<file path="src/sv/sni_pkg.sv">
// Shared types and constants for the SNI host name extractor.
// Used by sni_parse, sni_out_skid and the top level; no dependencies.
`timescale 1ns / 1ps

package sni_pkg;

    // Sizes of the extension body and of the name buffer
    localparam int NAME_BUFFER   = 256;
    localparam int MAX_EXT_BYTES = 65535;

    localparam int POS_W = 16;
    localparam int CAP_W = 9;

    // Capacity is clamped to the buffer size and to the 8-bit index range
    localparam int CAP_LIMIT_INT = (NAME_BUFFER < 256) ? NAME_BUFFER : 256;
    localparam logic [CAP_W-1:0] CAP_LIMIT   = CAP_W'(CAP_LIMIT_INT);
    localparam logic [CAP_W-1:0] CAP_RESET   = CAP_W'(256);
    localparam logic [POS_W-1:0] POS_MAX     = POS_W'(MAX_EXT_BYTES);

    // Header layout: list length (2 bytes), name type, name length (2 bytes)
    localparam logic [POS_W-1:0] POS_LIST_HI = POS_W'(0);
    localparam logic [POS_W-1:0] POS_LIST_LO = POS_W'(1);
    localparam logic [POS_W-1:0] POS_TYPE    = POS_W'(2);
    localparam logic [POS_W-1:0] POS_NAME_HI = POS_W'(3);
    localparam logic [POS_W-1:0] POS_NAME_LO = POS_W'(4);
    localparam logic [POS_W-1:0] HDR_BYTES   = POS_W'(5);
    localparam logic [POS_W-1:0] MIN_LIST    = POS_W'(3);
    localparam logic [7:0]       CASE_GAP    = 8'd32;

    typedef enum logic [2:0] {
        RSN_OK,
        RSN_SHORT,
        RSN_LIST_LEN,
        RSN_NAME_TYPE,
        RSN_NAME_LEN,
        RSN_BAD_CHAR,
        RSN_LEAD_DOT
    } sni_reason_t;

    // One result beat
    typedef struct packed {
        logic [7:0]  host_length;
        sni_reason_t reject_reason;
        logic        accepted;
        logic        done_res;
        logic [7:0]  char_index;
        logic        char_valid;
        logic [7:0]  name_char;
    } sni_result_t;

    // Letters, digits, hyphen and dot after case folding
    function automatic logic is_dns_char(input logic [7:0] c);
        is_dns_char = (c >= "a" && c <= "z") || (c >= "0" && c <= "9") ||
                      c == "-" || c == ".";
    endfunction

endpackage

</file>
<file path="src/sv/sni_host_name_extractor_unit.sv">
// Results: the result of each accepted beat is registered in sni_out_skid and shown at m_*.
// Throughput: one byte beat per cycle while s_tready is high; the skid entry in sni_out_skid
// takes a result beat while the result side stalls, and s_tready is low while it is full.
// Reset: aresetn is synchronous, active low; it clears the stream state and
// sets the name capacity to 256. There is no clearing pass.
`timescale 1ns / 1ps

module sni_host_name_extractor_unit import sni_pkg::*; (
    input  logic              aclk,
    input  logic              aresetn,
    input  logic              cfg_we,
    input  logic [CAP_W-1:0]  cfg_wdata,      // name_capacity
    input  logic              s_tvalid,
    output logic              s_tready,
    input  logic [7:0]        s_tdata,        // [7:0] ext_byte
    input  logic              s_tlast,        // is_last
    output logic              m_tvalid,
    input  logic              m_tready,
    output logic [31:0]       m_tdata,        // [7:0] name_char, [15:8] char_index,
                                              // [16] accepted, [19:17] reject_reason,
                                              // [27:20] host_length, [31:28] zero
    output logic              m_tuser,        // char_valid
    output logic              m_tlast         // done_res
);

    logic        in_accept;
    sni_result_t res;
    sni_result_t out_res;

    assign in_accept = s_tvalid && s_tready;

    sni_parse u_parse (
        .aclk      (aclk),
        .aresetn   (aresetn),
        .cfg_we    (cfg_we),
        .cfg_wdata (cfg_wdata),
        .in_accept (in_accept),
        .in_byte   (s_tdata),
        .in_last   (s_tlast),
        .res       (res)
    );

    sni_out_skid u_out (
        .aclk       (aclk),
        .aresetn    (aresetn),
        .push       (in_accept),
        .push_data  (res),
        .push_ready (s_tready),
        .out_valid  (m_tvalid),
        .out_ready  (m_tready),
        .out_data   (out_res)
    );

    // Pack the result beat
    assign m_tdata = {4'd0, out_res.host_length, out_res.reject_reason,
                      out_res.accepted, out_res.char_index, out_res.name_char};
    assign m_tuser = out_res.char_valid;
    assign m_tlast = out_res.done_res;

endmodule

</file>
<file path="src/sv/sni_parse.sv">
// Header parser, name byte folding and verdict logic for one input beat.
// Depends on sni_pkg; holds the per-extension state and the capacity register.
`timescale 1ns / 1ps

module sni_parse import sni_pkg::*; (
    input  logic              aclk,
    input  logic              aresetn,
    input  logic              cfg_we,
    input  logic [CAP_W-1:0]  cfg_wdata,
    input  logic              in_accept,
    input  logic [7:0]        in_byte,
    input  logic              in_last,
    output sni_result_t       res
);

    logic [CAP_W-1:0] cap_reg;
    logic [POS_W-1:0] pos_reg, pos_next;
    logic [POS_W-1:0] list_len_reg, list_len_next;
    logic [POS_W-1:0] name_len_reg, name_len_next;
    logic             type_nz_reg, type_nz_next;
    logic             bad_reg, bad_next;
    logic             dot_reg, dot_next;

    logic             saturated;
    logic [POS_W-1:0] name_idx;
    logic             is_name;
    logic [7:0]       folded;
    logic [CAP_W-1:0] cap_eff;
    logic [POS_W:0]   list_end;
    logic [POS_W:0]   name_end;
    sni_reason_t      reason;

    // Capacity register
    always_ff @(posedge aclk) begin
        if (!aresetn) begin
            cap_reg <= CAP_RESET;
        end else if (cfg_we) begin
            cap_reg <= cfg_wdata;
        end
    end

    assign cap_eff = (cap_reg > CAP_LIMIT) ? CAP_LIMIT : cap_reg;

    // Fold the byte and decide whether it lies in the name
    assign saturated = (pos_reg == POS_MAX);
    assign name_idx  = pos_reg - HDR_BYTES;
    assign is_name   = !saturated && (pos_reg >= HDR_BYTES) && (name_idx < name_len_reg);
    assign folded    = (in_byte >= "A" && in_byte <= "Z") ? in_byte + CASE_GAP : in_byte;

    // Update the header fields and flags with this beat
    always_comb begin
        pos_next      = saturated ? pos_reg : pos_reg + POS_W'(1);
        list_len_next = list_len_reg;
        name_len_next = name_len_reg;
        type_nz_next  = type_nz_reg;
        bad_next      = bad_reg;
        dot_next      = dot_reg;
        if (!saturated) begin
            unique case (pos_reg)
                POS_LIST_HI: list_len_next = {in_byte, list_len_reg[7:0]};
                POS_LIST_LO: list_len_next = {list_len_reg[15:8], in_byte};
                POS_TYPE:    type_nz_next  = (in_byte != 8'd0);
                POS_NAME_HI: name_len_next = {in_byte, name_len_reg[7:0]};
                POS_NAME_LO: name_len_next = {name_len_reg[15:8], in_byte};
                default: begin
                    if (is_name) begin
                        if (!is_dns_char(folded)) bad_next = 1'b1;
                        if (name_idx == '0 && folded == ".") dot_next = 1'b1;
                    end
                end
            endcase
        end
    end

    // Verdict on the updated state, total length being the new count
    assign list_end = {1'b0, list_len_next} + (POS_W+1)'(2);
    assign name_end = {1'b0, name_len_next} + {1'b0, HDR_BYTES};

    always_comb begin
        priority if (pos_next < HDR_BYTES) begin
            reason = RSN_SHORT;
        end else if (list_end > {1'b0, pos_next} || list_len_next < MIN_LIST) begin
            reason = RSN_LIST_LEN;
        end else if (type_nz_next) begin
            reason = RSN_NAME_TYPE;
        end else if (name_len_next == '0 || name_end > {1'b0, pos_next} ||
                     name_len_next >= POS_W'(cap_eff)) begin
            reason = RSN_NAME_LEN;
        end else if (bad_next) begin
            reason = RSN_BAD_CHAR;
        end else if (dot_next) begin
            reason = RSN_LEAD_DOT;
        end else begin
            reason = RSN_OK;
        end
    end

    // Assemble the result beat
    always_comb begin
        res               = '0;
        res.reject_reason = RSN_OK;
        if (is_name && name_idx[POS_W-1:8] == '0) begin
            res.name_char  = folded;
            res.char_valid = 1'b1;
            res.char_index = name_idx[7:0];
        end
        if (in_last) begin
            res.done_res      = 1'b1;
            res.reject_reason = reason;
            res.accepted      = (reason == RSN_OK);
            res.host_length   = (reason == RSN_OK) ? name_len_next[7:0] : 8'd0;
        end
    end

    // State registers; drop the stream state after the last beat
    always_ff @(posedge aclk) begin
        if (!aresetn) begin
            pos_reg      <= '0;
            list_len_reg <= '0;
            name_len_reg <= '0;
            type_nz_reg  <= 1'b0;
            bad_reg      <= 1'b0;
            dot_reg      <= 1'b0;
        end else if (in_accept) begin
            if (in_last) begin
                pos_reg      <= '0;
                list_len_reg <= '0;
                name_len_reg <= '0;
                type_nz_reg  <= 1'b0;
                bad_reg      <= 1'b0;
                dot_reg      <= 1'b0;
            end else begin
                pos_reg      <= pos_next;
                list_len_reg <= list_len_next;
                name_len_reg <= name_len_next;
                type_nz_reg  <= type_nz_next;
                bad_reg      <= bad_next;
                dot_reg      <= dot_next;
            end
        end
    end

`ifndef SYNTHESIS
    a_clear_after_last: assert property (@(posedge aclk) disable iff (!aresetn)
        in_accept && in_last |=> pos_reg == '0 && !type_nz_reg && !bad_reg && !dot_reg)
        else $error("stream state not cleared after last beat");

    a_count_advance: assert property (@(posedge aclk) disable iff (!aresetn)
        in_accept && !in_last && pos_reg != POS_MAX |=> pos_reg == $past(pos_reg) + POS_W'(1))
        else $error("byte counter did not advance");

    a_accept_has_length: assert property (@(posedge aclk) disable iff (!aresetn)
        in_accept && res.accepted |-> res.done_res && res.host_length != 8'd0)
        else $error("accepted verdict without host length");
`endif

endmodule

</file>
<file path="src/sv/sni_out_skid.sv">
// Output register with one skid entry for result beats.
// Depends on sni_pkg for the result struct.
`timescale 1ns / 1ps

module sni_out_skid import sni_pkg::*; (
    input  logic        aclk,
    input  logic        aresetn,
    input  logic        push,
    input  sni_result_t push_data,
    output logic        push_ready,
    output logic        out_valid,
    input  logic        out_ready,
    output sni_result_t out_data
);

    logic        main_valid_reg;
    logic        skid_valid_reg;
    sni_result_t main_reg;
    sni_result_t skid_reg;
    logic        pop;

    assign pop        = main_valid_reg && out_ready;
    assign push_ready = !skid_valid_reg;
    assign out_valid  = main_valid_reg;
    assign out_data   = main_reg;

    // Control: refill main from skid first, else from the new beat; park the new beat in skid while main is held
    always_ff @(posedge aclk) begin
        if (!aresetn) begin
            main_valid_reg <= 1'b0;
            skid_valid_reg <= 1'b0;
        end else if (!main_valid_reg || pop) begin
            main_valid_reg <= skid_valid_reg || push;
            skid_valid_reg <= 1'b0;
        end else if (push) begin
            skid_valid_reg <= 1'b1;
        end
    end

    // Payload
    always_ff @(posedge aclk) begin
        if (!main_valid_reg || pop) begin
            main_reg <= skid_valid_reg ? skid_reg : push_data;
        end else if (push) begin
            skid_reg <= push_data;
        end
    end

endmodule

</file>
<file path="config.mk">
export PLATFORM = sky130hd
export DESIGN_NAME = sni_host_name_extractor_unit
export DESIGN_NICKNAME = d
export VERILOG_FILES = /design/src/sv/sni_pkg.sv /design/src/sv/sni_host_name_extractor_unit.sv /design/src/sv/sni_parse.sv /design/src/sv/sni_out_skid.sv
export SDC_FILE = /design/constraint.sdc
export NUM_CORES = 1
export LEC_CHECK = 0
export BUFFER_PORTS_ARGS = -buffer_cell sky130_fd_sc_hd__buf_2
export CORE_MARGIN = 10
export CORE_UTILIZATION = 50
export CTS_BUF_LIST = sky130_fd_sc_hd__clkbuf_8 sky130_fd_sc_hd__clkbuf_16
export DETAILED_ROUTE_END_ITERATION = 8
export HOLD_SLACK_MARGIN = 0.03
export PLACE_DENSITY = 0.68
export SLEW_MARGIN = 20
export SYNTH_ARGS = -nofsm -noshare
export SYNTH_HDL_FRONTEND = slang
export SYNTH_SLANG_ARGS = --single-unit
</file>
<file path="constraint.sdc">
create_clock -name aclk -period 14.86 [get_ports aclk]
set_input_delay 1.486 -clock aclk [delete_from_list [all_inputs] [get_ports aclk]]
set_output_delay 1.486 -clock aclk [all_outputs]
set_load 0.005 [all_outputs]
</file>
; Yosys cells after proc, flatten, opt, wreduce, memory -nomap -nowiden
; Index checks and enable logic that the tools add are counted.
; W data, S select, Z words.
[totals]
register_bits = 122
input_bits = 23
out_inout_bits = 36
word_cells = 113
[classes]
addsub = 5
magnitude_cmp = 14
eq_ne = 7
muxes = 33
bitwise = 2
n_reduce_logical = 29
[ops]
columns = op, n
row1 = $mux W16, 6
row2 = $pmux W16 S2, 2
row3 = $logic_not A16 Y1, 3
row4 = $gt A17 B16 Y1, 2
row5 = $eq A16 B2 Y1 const B, 2
row6 = $mux W30, 1
row7 = $mux W3, 6
row8 = $add A16 B2 Y17 const B, 1
row9 = $add A16 B3 Y17 const B, 1
row10 = $mux W17, 1
row11 = $add A16 B1 Y16 const B, 1
row12 = $eq A16 B1 Y1 const B, 1
row13 = $eq A16 B16 Y1 const B, 1
row14 = $eq A16 B3 Y1 const B, 1
row15 = $eq A8 B6 Y1 const B, 2
row16 = $ge A16 B3 Y1 const B, 1
row17 = $ge A16 B9 Y1, 1
row18 = $ge A8 B7 Y1 const B, 2
row19 = $le A8 B7 Y1 const B, 2
row20 = $lt A16 B16 Y1, 1
row21 = $lt A16 B2 Y1 const B, 1
row22 = $lt A16 B3 Y1 const B, 1
row23 = $mux W8, 2
row24 = $sub A16 B3 Y16 const B, 1
row25 = 17 further kinds, 47

; Logic depth before layout (Yosys ltp)
; Gate-level depths: netlist (run 1).
[logic_depth]
depth_word = 21
depth_mapped = 26
mapped_depth_nobuf = 24

; Modules after synthesis
; A second synthesis (run 1) with hierarchy kept.
[hier_totals]
cells_unflattened = 1010
area_unflattened_um2 = 9083.7
[by_module_without_submodules]
columns = mod, instances, cells_each, area_each_um2, seq_area_each_um2
row1 = sni_parse, 1, 901, 6643.9, 1201.2
row2 = sni_out_skid, 1, 103, 2399.8, 1841.8
row3 = sni_host_name_extractor_unit, 1, 6, 40.0, 0.0

; Worst setup path after synthesis (run 1)
; No wires, ideal clock.
[synth_path]
path_kind = input to register
from = in s_tdata[3]
to = reg u_out.main_reg, in the netlist u_out.out_data[21] (data pin)
setup_time_ns = 0.270
arrival_time_ns = 5.568
t_required_ns = 14.590
path_slack_ns = 9.022
stages = 19
n_path_buf = 2
path_cell_list = clkbuf_1 clkbuf_1 mux2i_1 or3_1 nor3_1 nand3b_1 a21oi_1 nand2_1 xor2_1 ha_1 a21o_1 a211oi_1 o221ai_1 o211ai_1 o2111ai_1 a311o_1 or4_1 nand3_1 o31ai_1
[synth_between]
elab_chain_len = 19
elab_cells_between_ends = 50
classes_between = add/sub: 3 / order compare: 10 / eq/ne: 2 / mux: 23 / reduce/logical: 12
[synth_rtl]
columns = element, line
row1 = "start, declared", sni_host_name_extractor_unit.sv:15  ; input logic [7:0] s_tdata,
row2 = $ge A8 B7 Y1 / $le A8 B7 Y1 (equally long branches), sni_parse.sv:48  ; assign folded = (in_byte >= "A" && in_byte <= "Z") ? in_byte + CASE_GAP : in_byte;
row3 = $logic_and A1 B1 Y1, sni_parse.sv:48
row4 = $mux W8, sni_parse.sv:48
row5 = "$ge A8 B7 Y1, or another cell as far along", sni_pkg.sv:53  ; is_dns_char = (c >= "a" && c <= "z") || (c >= "0" && c <= "9") ||
row6 = $logic_and A1 B1 Y1, sni_pkg.sv:53
row7 = $logic_or A1 B1 Y1 (2 in series), sni_pkg.sv:53
row8 = $logic_or A1 B1 Y1, sni_pkg.sv:54  ; c == "-" || c == ".";
row9 = $mux W1, sni_parse.sv:67  ; if (!is_dns_char(folded)) bad_next = 1'b1;
row10 = [2 not listed], n/a
row11 = $mux W1, sni_parse.sv:58  ; if (!saturated) begin
row12 = $mux W3, sni_parse.sv:89  ; end else if (bad_next) begin
row13 = $mux W3, sni_parse.sv:86  ; end else if (name_len_next == '0 || name_end > {1'b0, pos_next} ||
row14 = $mux W3, sni_parse.sv:84  ; end else if (type_nz_next) begin
row15 = $mux W3 *, sni_parse.sv:82  ; end else if (list_end > {1'b0, pos_next} || list_len_next < MIN_LIST) begin
row16 = $mux W3 *, sni_parse.sv:80  ; priority if (pos_next < HDR_BYTES) begin
row17 = $mux W13 *, sni_parse.sv:107  ; if (in_last) begin
row18 = $mux W30 *, sni_out_skid.sv:43  ; main_reg <= skid_valid_reg ? skid_reg : push_data;
row19 = "end signal, assigned", sni_out_skid.sv:43
row20 = "end, declared", sni_out_skid.sv:18  ; sni_result_t main_reg;
; Mark *: on every way between the ends. The rest lies on a longest branch, timed or not.
; A chain may end at the register's enable or synchronous reset.

; Worst setup path in the final report (run 1)
[layout_path]
from = reg u_parse.pos_reg[8]
to = reg u_out.main_reg, in the netlist u_out.out_data[29] (data pin)
[layout_between]
elab_chain_len = 17
elab_cells_between_ends = 51
classes_between = add/sub: 4 / order compare: 7 / eq/ne: 5 / mux: 23 / reduce/logical: 12
[layout_rtl]
columns = element, line
row1 = "start, declared", sni_parse.sv:17  ; logic [POS_W-1:0] pos_reg, pos_next;
row2 = "start signal, assigned", sni_parse.sv:133  ; pos_reg <= pos_next;
row3 = "parallel branches: the longest is 14 deep, another holds $add A16 B3 Y17", n/a
row4 = $mux W8 *, sni_parse.sv:111  ; res.host_length = (reason == RSN_OK) ? name_len_next[7:0] : 8'd0;
row5 = $mux W13 *, sni_parse.sv:107
row6 = $mux W30 *, sni_out_skid.sv:43
; Mark *: on every way between the ends.

==> results of run 1 <==
[worst max-delay path, delay by kind of cell (launching register included)]
family | cells | cell delay [ps]
AOI/OAI and AO/OA | 8 | 1780
xor gates and xnor gates | 1 | 170
adders and majority gates | 1 | 310
DFF | 1 | 460
muxes | 1 | 440
and+or+nand+nor | 8 | 3450
[final cells by class]
cell class	count	area, sq um	share of cell area
tap	225	282	0.0287
clock buffer	18	439	0.0448
antenna	1	2.50	0.000255
multi-input combinational	790	5410	0.551
inverter	55	206	0.0210
sequential	122	3040	0.310
clock inverter	14	97.6	0.00995
timing repair buffer	62	330	0.0337
[power breakdown]
part           total, mW  internal (mW)  switching, mW
Clock              0.383          0.218          0.165
Sequential         0.365          0.360        0.00433
Combinational     0.0892         0.0316         0.0576
[Yosys cell counts, types with 30 or more instances]
cell	instances	share of area
edfxtp_1	60	0.20
nor2_1	73	0.031
o21ai_0	56	0.031
nor3_1	31	0.017
nor2b_1	44	0.031
a22oi_1	30	0.025
dfxtp_1	62	0.14
nand2_1	91	0.038
a21oi_1	37	0.021
clkbuf_1	57	0.024
ha_1	65	0.091
inv_1	53	0.022
nand3_1	30	0.017
[metal layers]
| layer | share of wire | up-vias | GRT usage |
|---|---|---|---|
| met1 | 0.44 | 3745 | 0.290 |
| met3 | 0.079 | 66 | 0.0530 |
| met5 | 0 | - | 0 |
| li1 | - | 3791 | - |
| met2 | 0.44 | 349 | 0.335 |
| met4 | 0.041 | 0 | 0.110 |
[logic make-up after synthesis]
kind of cell / after synthesis / share of synthesized area
buf+inv: 125 / 0.0551
mux: 30 / 0.0343
fa+ha+maj: 66 / 0.0922
flops: 122 / 0.341
simple gates: 402 / 0.245
compound gates: 240 / 0.185
xor+xnor: 48 / 0.0471
other cells: 1 / 0.000420
[metrics by stage]
stage                     cell area, sq um  std cells   util
final                                 9810       1287  0.563
after detailed placement              9270       1254  0.532
after CTS                             9810       1286  0.563
after global routing                  9810       1287  0.563
after global placement                9270       1254  0.532
after floorplan                       8940       1037      -
[cell usage in the layout (no fill, tap or decap), types with 11 or more instances in the layout]
cell type,Yosys,layout
nand2_1,91,91
nor2_1,73,72
ha_1,65,65
dfxtp_1,62,62
edfxtp_1,60,60
o21ai_0,56,56
inv_1,53,54
buf_2,3,54
nor2b_1,44,44
a21oi_1,37,37
nor3_1,31,31
a22oi_1,30,30
nand3_1,30,30
xnor2_1,27,27
and2_1,25,25
mux2i_1,25,25
o31ai_1,22,22
xor2_1,21,21
nand4_1,20,20
clkbuf_16,0,17
nor4_1,14,14
a21boi_0,12,12
nand2b_1,11,11
o22ai_1,11,11
[worst paths after layout]
| path | from | to | slack [ps] |
|---|---|---|---|
| worst min-delay path | u_parse.dot_reg$_SDFFE_PN0P_ | u_parse.dot_reg$_SDFFE_PN0P_ | 480 |
| worst max register to register | u_parse.pos_reg[8]$_SDFFE_PN0P_ | u_out.out_data[29]$_DFFE_PP_ | 8060 |
| worst min register to register | u_parse.dot_reg$_SDFFE_PN0P_ | u_parse.dot_reg$_SDFFE_PN0P_ | 480 |
| worst max-delay path | u_parse.pos_reg[8]$_SDFFE_PN0P_ | u_out.out_data[29]$_DFFE_PP_ | 8060 |
==> results.cfg, run 1 <==
[sta]
timing.fmax_ghz = 0.147
rsz0062_at_grt = false
min_period_ps = 6800
final_hold_viol_count = 0
clock_skew_ps = 14.2
relSlewSlack = 0.292
finalSetupTns_ps = 0
setup_slack_ps = 8060
slew_viol_final = 0
fin_crit_sh = 0.457
max_slew.worst_pin.slew_ps = 1050
finalSetupViolCount = 0
hold_slack_ps = 478

[route]
ant_nets = 0
finalWirelength_um = 26600
dr.first_iter.drc_count = 718
drc = 0
dr.pass1.iters = 5
via_per_inst = 6.18
wl_per_cell_um = 20.7
vias = 7951

[power]
p_leak_nw = 3.81
ir_drop_v = 0.0000758
p_total_uw = 837
powerDensity_mw_per_mm2 = 85.3

[setup_path]
cp_slowest_cell = nand4_1
worst_ep_arrival_time_ps = 7050
startpoint_type = flip-flop
rr_worst_depth = 19
cp_data_required_time_ps = 15110
critical_path_class = reg2reg
worst_setup_path_end_kind = flip-flop
critPathMaxFanout = 16
cp_cell_sequence = nor4_1 > nand4_1 > mux2i_1 > or3_1 > nor3_1 > nand3b_1 > a21oi_1 > nand2_1 > xor2_1 > ha_1 > a21o_1 > a211oi_1 > o221ai_1 > o211ai_1 > o2111ai_1 > a311o_1 > nor4b_4 > nand4_2 > o21ai_0
max_stage_delay_ps = 910

[global_route]
gr-total-overflow = 0
grt_usage = 0.222
grt_pass1_vias = 7605
antenna_found_initial = 1
grt_pass1_wl_um = 42500
grt_start_max_net_pins = 62

[synth]
async_flop_share = 0
yosys_warnings = 0
syn_inst = 1034
synth.distinct_cells = 85
yosysSeqAreaShare = 0.341
synth_edf_count = 60
syn_area_per_cell_sq_um = 8.63
ys_ff_latch = 122
yosys_most_used_dff = dfxtp_1
netlist_area_sq_mm = 0.00893

[die]
die_h_um = 154
die_w_um = 154
start_util = 0.513
core_area_sq_mm = 0.0174
dieArea_sq_mm = 0.0236
ios = 59
rows = 48

[placed_design]
place_ws_ps = 8140
dpl.hpwl_um = 19000
io_buffer_count = 54
gp_congestion = 1.00

[cts]
cts_root_buf = clkbuf_16
cts_resized = 0
cts_buffer_depth = 2
postCtsHoldBufs = 0
clk_latency_ps = 420
cts_setup_buffers = 0
cts_tree = done
cts.htree.levels = 4
cts_inserted_buffers = 17
clkSinkCount = 122
cts.clk_slew.worst_paths_ps = 70

[cells_and_area]
nets = 1136
fillers = 1586
area_delta_synth_final_pct = 9.85
drive_above_1_share = 0.113

[run_status]
status = completed

[worst_hold_path]
hold_path.class = reg2reg
hold-path-cell-count = 2

[flow_run]
drv_cap = 0
(Power assumes the default switching activity.)
==> run 2: changes to the inputs <==
ABC_AREA = 1   (was unset)
clock period = 6.9 ns   (was 14.86 ns; I/O delays follow)
==> run 2 against run 1 <==
Net effect: first-iteration DRC count down 20%; non-clock buffer count decreased by 2; wire length decreased by 12%; setup slack worse by 6000 ps; count of clock-buffer cells in the layout decreased by 1; fmax increased by 39%; critical endpoint is now u_out.out_data[18]$_DFFE_PP_; largest cell class unchanged.
==> results.cfg, run 2 <==
[run_status]
status = completed

[global_route]
antenna_found_initial = 0
grt_pass1_wl_um = 38400
gr-total-overflow = 0
grt_start_max_net_pins = 55
grt_usage = 0.201
grt_pass1_vias = 7427

[cells_and_area]
final_common_cell = nand2_1
fillers = 1701
stdcell_area_sq_mm = 0.00976
antenna_cells = 0
drive_above_1_share = 0.125
nets = 1357
area_delta_synth_final_pct = 11.3
layout_common_cells = nand2_1 (387), inv_1 (141), nor2_1 (123), a21oi_1 (79), ha_1 (65)

[setup_path]
endpoint = u_out.out_data[18]$_DFFE_PP_
rrSetupSlack_ps = 2020
critPathMaxFanout = 10
rr_endpoint = u_out.out_data[18]$_DFFE_PP_
rr_worst_depth = 30
worst_ep_arrival_time_ps = 5170
cp_slowest_cell = dfxtp_1
crit_top_cell = nand3_1
max_stage_delay_ps = 490
crit_start = u_parse.pos_reg[0]$_SDFFE_PN0P_
r2r-start = u_parse.pos_reg[0]$_SDFFE_PN0P_
startpoint_type = flip-flop
worst_setup_path_end_kind = flip-flop
critical_path_class = reg2reg
cp_data_required_time_ps = 7190

[die]
start_util = 0.509
die_h_um = 152
die_w_um = 152
rows = 48
core_area_sq_mm = 0.0172
dieArea_sq_mm = 0.0232
ios = 59

[synth]
yosys_warnings = 0
yosysSeqAreaShare = 0.347
syn_inst = 1225
yosys.area.top_type_share = 0.206
yosys_most_used_dff = dfxtp_1
ys_ff_latch = 122
synth_area_leader_cell = edfxtp_1
synth.distinct_cells = 51
synth_edf_count = 60
syn_area_per_cell_sq_um = 7.16
async_flop_share = 0
yosysMostFrequentCell = nand2_1
synthTopCellsByCount = nand2_1 (387), inv_1 (140), nor2_1 (125)
netlist_area_sq_mm = 0.00877
synthTopCellsByArea = edfxtp_1 (21%), nand2_1 (17%), dfxtp_1 (14%), ha_1 (9.3%), inv_1 (6.0%)

[cts]
cts.htree.levels = 4
cts.clk_slew.worst_paths_ps = 60
cts_root_buf = clkbuf_16
postCtsHoldBufs = 0
clkSinkCount = 122
cts_tree = done
cts_resized = 0
cts_setup_buffers = 0
cts_inserted_buffers = 17
cts_buffer_depth = 2
clk_latency_ps = 430

[route]
vias = 7887
wl_per_cell_um = 15.6
drc = 0
dr.pass1.iters = 5
ant_nets = 0
finalWirelength_um = 23500
via_per_inst = 5.23
dr.first_iter.drc_count = 571

[sta]
max_slew.worst_pin.slew_ps = 1030
clock_skew_ps = 8.60
relSlewSlack = 0.310
timing.fmax_ghz = 0.205
finalSetupViolCount = 0
final_hold_viol_count = 0
fin_crit_sh = 0.708
hold_slack_ps = 461
slew_viol_final = 0
rsz0062_at_grt = false
finalSetupTns_ps = 0
min_period_ps = 4880

[power]
clock_power_share = 0.484
pwr-share-seq = 0.420
powerDensity_mw_per_mm2 = 192
p_leak_nw = 4.38
p_sw_uw = 497
swShare = 0.266
power_frac_comb = 0.096
p_int_mw = 1.37
p_total_mw = 1.87
ir_drop_v = 0.000174

[worst_hold_path]
hold_path.class = reg2reg
min_from = u_parse.list_len_reg[9]$_SDFFE_PN0P_

[placed_design]
io_buffer_count = 54
dpl.hpwl_um = 17500
placed_area_sq_mm = 0.00917
gp_congestion = 0.937

[flow_run]
drv_cap = 0
==> run 2: kinds of logic after synthesis <==
family / share of synthesized area
simple gates: 0.332
buf+inv: 0.0871
compound gates: 0.0972
flops: 0.347
fa+ha+maj: 0.0928
xor+xnor: 0.0420
other cells: 0.000428
mux: 0.00114
==> run 2: cell type report <==
| type | instances | area, sq um | share of cell area |
|---|---|---|---|
| Clock inverter | 15 | 164 | 0.0168 |
| Inverter | 147 | 554 | 0.0568 |
| Clock buffer | 17 | 425 | 0.0436 |
| Sequential cell | 122 | 3040 | 0.312 |
| Multi-Input combinational cell | 921 | 4980 | 0.510 |
| Tap cell | 225 | 282 | 0.0288 |
| Timing Repair Buffer | 60 | 315 | 0.0323 |
==> run 2: how the worst min path moves through the flow <==
stage	endpoint	cells past startpoint
finish	u_parse.list_len_reg[9]$_SDFFE_PN0P_	2
global placement	u_parse.list_len_reg[11]$_SDFFE_PN0P_	2
floorplan	u_parse.name_len_reg[1]$_SDFFE_PN0P_	2
global route	u_parse.list_len_reg[9]$_SDFFE_PN0P_	2
detailed placement	u_parse.list_len_reg[11]$_SDFFE_PN0P_	2
CTS	u_parse.list_len_reg[11]$_SDFFE_PN0P_	2
==> run 2: critical path: cells and delay by family, from the launching register on <==
kind | cells | cell delay [ps]
flip-flops | 1 | 490
AO/OA/AOI/OAI | 5 | 780
buffers and inverters | 4 | 370
XOR/XNOR | 1 | 150
adder cells (fa/ha/maj) | 3 | 790
AND/OR/NAND/NOR | 17 | 2160
==> run 2: power by group through the flow <==
stage	Combinational [mW]	Clock (mW)	Sequential [mW]
6_report	0.179	0.905	0.786
5_1_grt	0.203	0.954	0.788
3_3_place_gp	0.176	0	0.801
4_1_cts	0.179	0.918	0.786
2_1_floorplan	0.118	0	0.801
3_5_place_dp	0.177	0	0.801
==> run 2: layer usage <==
metal | GRT usage | vias up | share of wire
li1 | - | 4040 | -
met1 | 0.261 | 3560 | 0.45
met2 | 0.323 | 252 | 0.46
met3 | 0.0415 | 35 | 0.066
met4 | 0.0752 | 0 | 0.024
met5 | 0 | - | 0
==> run 2: metrics by stage <==
stage / setup slack, ps / cells / utilization
finish: 2020 / 1507 / 0.566
global route: 1460 / 1507 / 0.566
CTS: 2050 / 1507 / 0.566
detailed placement: 2100 / 1475 / 0.532
global placement: 2200 / 1475 / 0.532
floorplan: 2720 / 1228 / -
==> run 3: changes to the inputs <==
ABC_AREA = 0   (was 1)
PLACE_DENSITY = 0.7   (was 0.68)
clock period = 4 ns   (was 6.9 ns; I/O delays follow)
==> run 3 against run 2 <==
Net effect: the run now ends with negative setup slack left; design area up 23%; via count up 16%; register-to-register slack lost 3100 ps; power increased by 80%; largest power group unchanged; highest routed layer unchanged.
==> results.cfg, run 3 (synthesis results as in run 1) <==
[route]
via_per_inst = 5.99
dr.pass1.iters = 7
finalWirelength_um = 30800
wl_per_cell_um = 20.2
ant_nets = 0
dr.first_iter.drc_count = 835
drc = 0
vias = 9129

[die]
dieArea_sq_mm = 0.0236
core_area_sq_mm = 0.0174
die_h_um = 154
die_w_um = 154
rows = 48
ios = 59
start_util = 0.513

[sta]
min_period_ps = 5080
clock_skew_ps = 10.4
relSlewSlack = 0.310
slew_viol_final = 0
hold_slack_ps = 191
final_hold_viol_count = 0
finalSetupViolCount = 24
rsz0062_at_grt = true
setup_slack_ps = -1080
max_slew.worst_pin.slew_ps = 1040
fin_crit_sh = 1.27
timing.fmax_ghz = 0.197

[setup_path]
critPathBufInv = 5
worst_ep_arrival_time_ps = 5370
cp_data_required_time_ps = 4290
max_stage_delay_ps = 430
crit_family = simple AND/OR/NAND/NOR gates
rrSetupSlack_ps = -1080
rr_worst_depth = 25
worst_setup_path_end_kind = flip-flop
critPathMaxFanout = 5
startpoint_type = flip-flop
rr_endpoint = u_out.skid_reg[28]$_DFFE_PP_
critical_path_class = reg2reg
r2r-start = u_parse.pos_reg[1]$_SDFFE_PN0P_
cp_slowest_cell = or3_4
crit_top_cell = buf_6

[cts]
cts_root_buf = clkbuf_16
cts.clk_slew.worst_paths_ps = 60
cts_buffer_depth = 2
cts.htree.levels = 4
clk_latency_ps = 430
postCtsHoldBufs = 0
cts_tree = done
clkSinkCount = 122
cts_inserted_buffers = 17

[power]
ir_drop_v = 0.000331
p_total_mw = 3.36
powerDensity_mw_per_mm2 = 280
p_leak_nw = 5.07

[run_status]
failed_checks = negative setup slack
status = complete, but fails checks

[cells_and_area]
nets = 1373
layout_common_cells = buf_4 (232), nand2_1 (89), nor2_1 (63), ha_1 (61), edfxtp_1 (60)
final_common_cell = buf_4
area_delta_synth_final_pct = 34.5
antenna_cells = 0
final_core_util = 0.690
drive_above_1_share = 0.319

[global_route]
antenna_found_initial = 0
grt_start_max_net_pins = 62
grt_usage = 0.253
grt_pass1_wl_um = 48200
gr-total-overflow = 0
grt_pass1_vias = 8817

[worst_hold_path]
hold_path.class = in2reg
holdPathEnd = u_parse.cap_reg[8]$_SDFFE_PN1P_
min_from = cfg_wdata[8]
hold-path-cell-count = 3

[placed_design]
io_buffer_count = 54
gp_congestion = 0.993
dpl.hpwl_um = 22600

[flow_run]
drv_cap = 0
run 3: through the flow:
step | worst slack [ps] | instance area, sq um | TNS, ps | std cells
after global placement | -1050 | 11100 | -23060 | 1477
after floorplan | -1110 | 9070 | -22450 | 1037
after CTS | -988 | 11900 | -22510 | 1519
final | -1080 | 12000 | -24890 | 1523
after global routing | -1320 | 12000 | -30560 | 1523
after detailed placement | -1200 | 11100 | -25590 | 1477
run 3: routing by layer:
layer,part of all wire,vias to the layer above,track usage
li1,-,4281,-
met3,0.090,96,0.0550
met4,0.043,0,0.126
met1,0.41,4276,0.316
met5,0,-,0
met2,0.46,476,0.404
run 3: worst max-delay path by stage:
stage,start,endpoint,cells past startpoint
after global routing,u_parse.pos_reg[4]$_SDFFE_PN0P_,u_out.skid_reg[28]$_DFFE_PP_,23
after global placement,u_parse.pos_reg[4]$_SDFFE_PN0P_,u_out.out_data[18]$_DFFE_PP_,21
after CTS,u_parse.pos_reg[4]$_SDFFE_PN0P_,u_out.out_data[21]$_DFFE_PP_,21
after detailed placement,u_parse.pos_reg[4]$_SDFFE_PN0P_,u_out.out_data[27]$_DFFE_PP_,20
after floorplan,u_parse.pos_reg[7]$_SDFFE_PN0P_,u_out.out_data[21]$_DFFE_PP_,21
final,u_parse.pos_reg[1]$_SDFFE_PN0P_,u_out.skid_reg[28]$_DFFE_PP_,25
run 3: timing repair:
action / in CTS / in global routing
resized for setup: 39 / 22
setup buffers: 9 / 3
setup endpoints to repair: 24 / 41
pin swaps: 17 / 10
cloned: 1 / 1
run 3: area by class of cell:
type,count,area (sq um)
Clock buffer,17,425
Multi-Input combinational cell,792,5720
Tap cell,225,282
Inverter,55,206
Fill cell,1378,5400
Sequential cell,122,3050
Timing Repair Buffer,297,2160
Clock inverter,15,168
run 3: power breakdown:
part	internal, mW	switching [mW]	leakage [nW]
sequential	1.34	0.0149	1.15
clock	0.930	0.648	0.289
combinational	0.186	0.246	3.63
run 3: worst register-to-register path: stages (launching register included):
cell,delay (ps)
dfxtp_2,320
inv_2,70
buf_4,120
ha_4,130
and3b_1,180
nand4_1,140
buf_6,190
mux2i_2,150
or3_4,430
nor3_4,200
nand3b_1,140
a21oi_2,160
nand2_1,80
xor2_1,170
ha_1,330
a21o_1,170
a211oi_2,170
o221ai_1,130
o211ai_1,280
o2111ai_1,160
a311o_2,390
nor4b_4,240
buf_6,170
buf_6,120
nand3_4,120
nor2_2,180
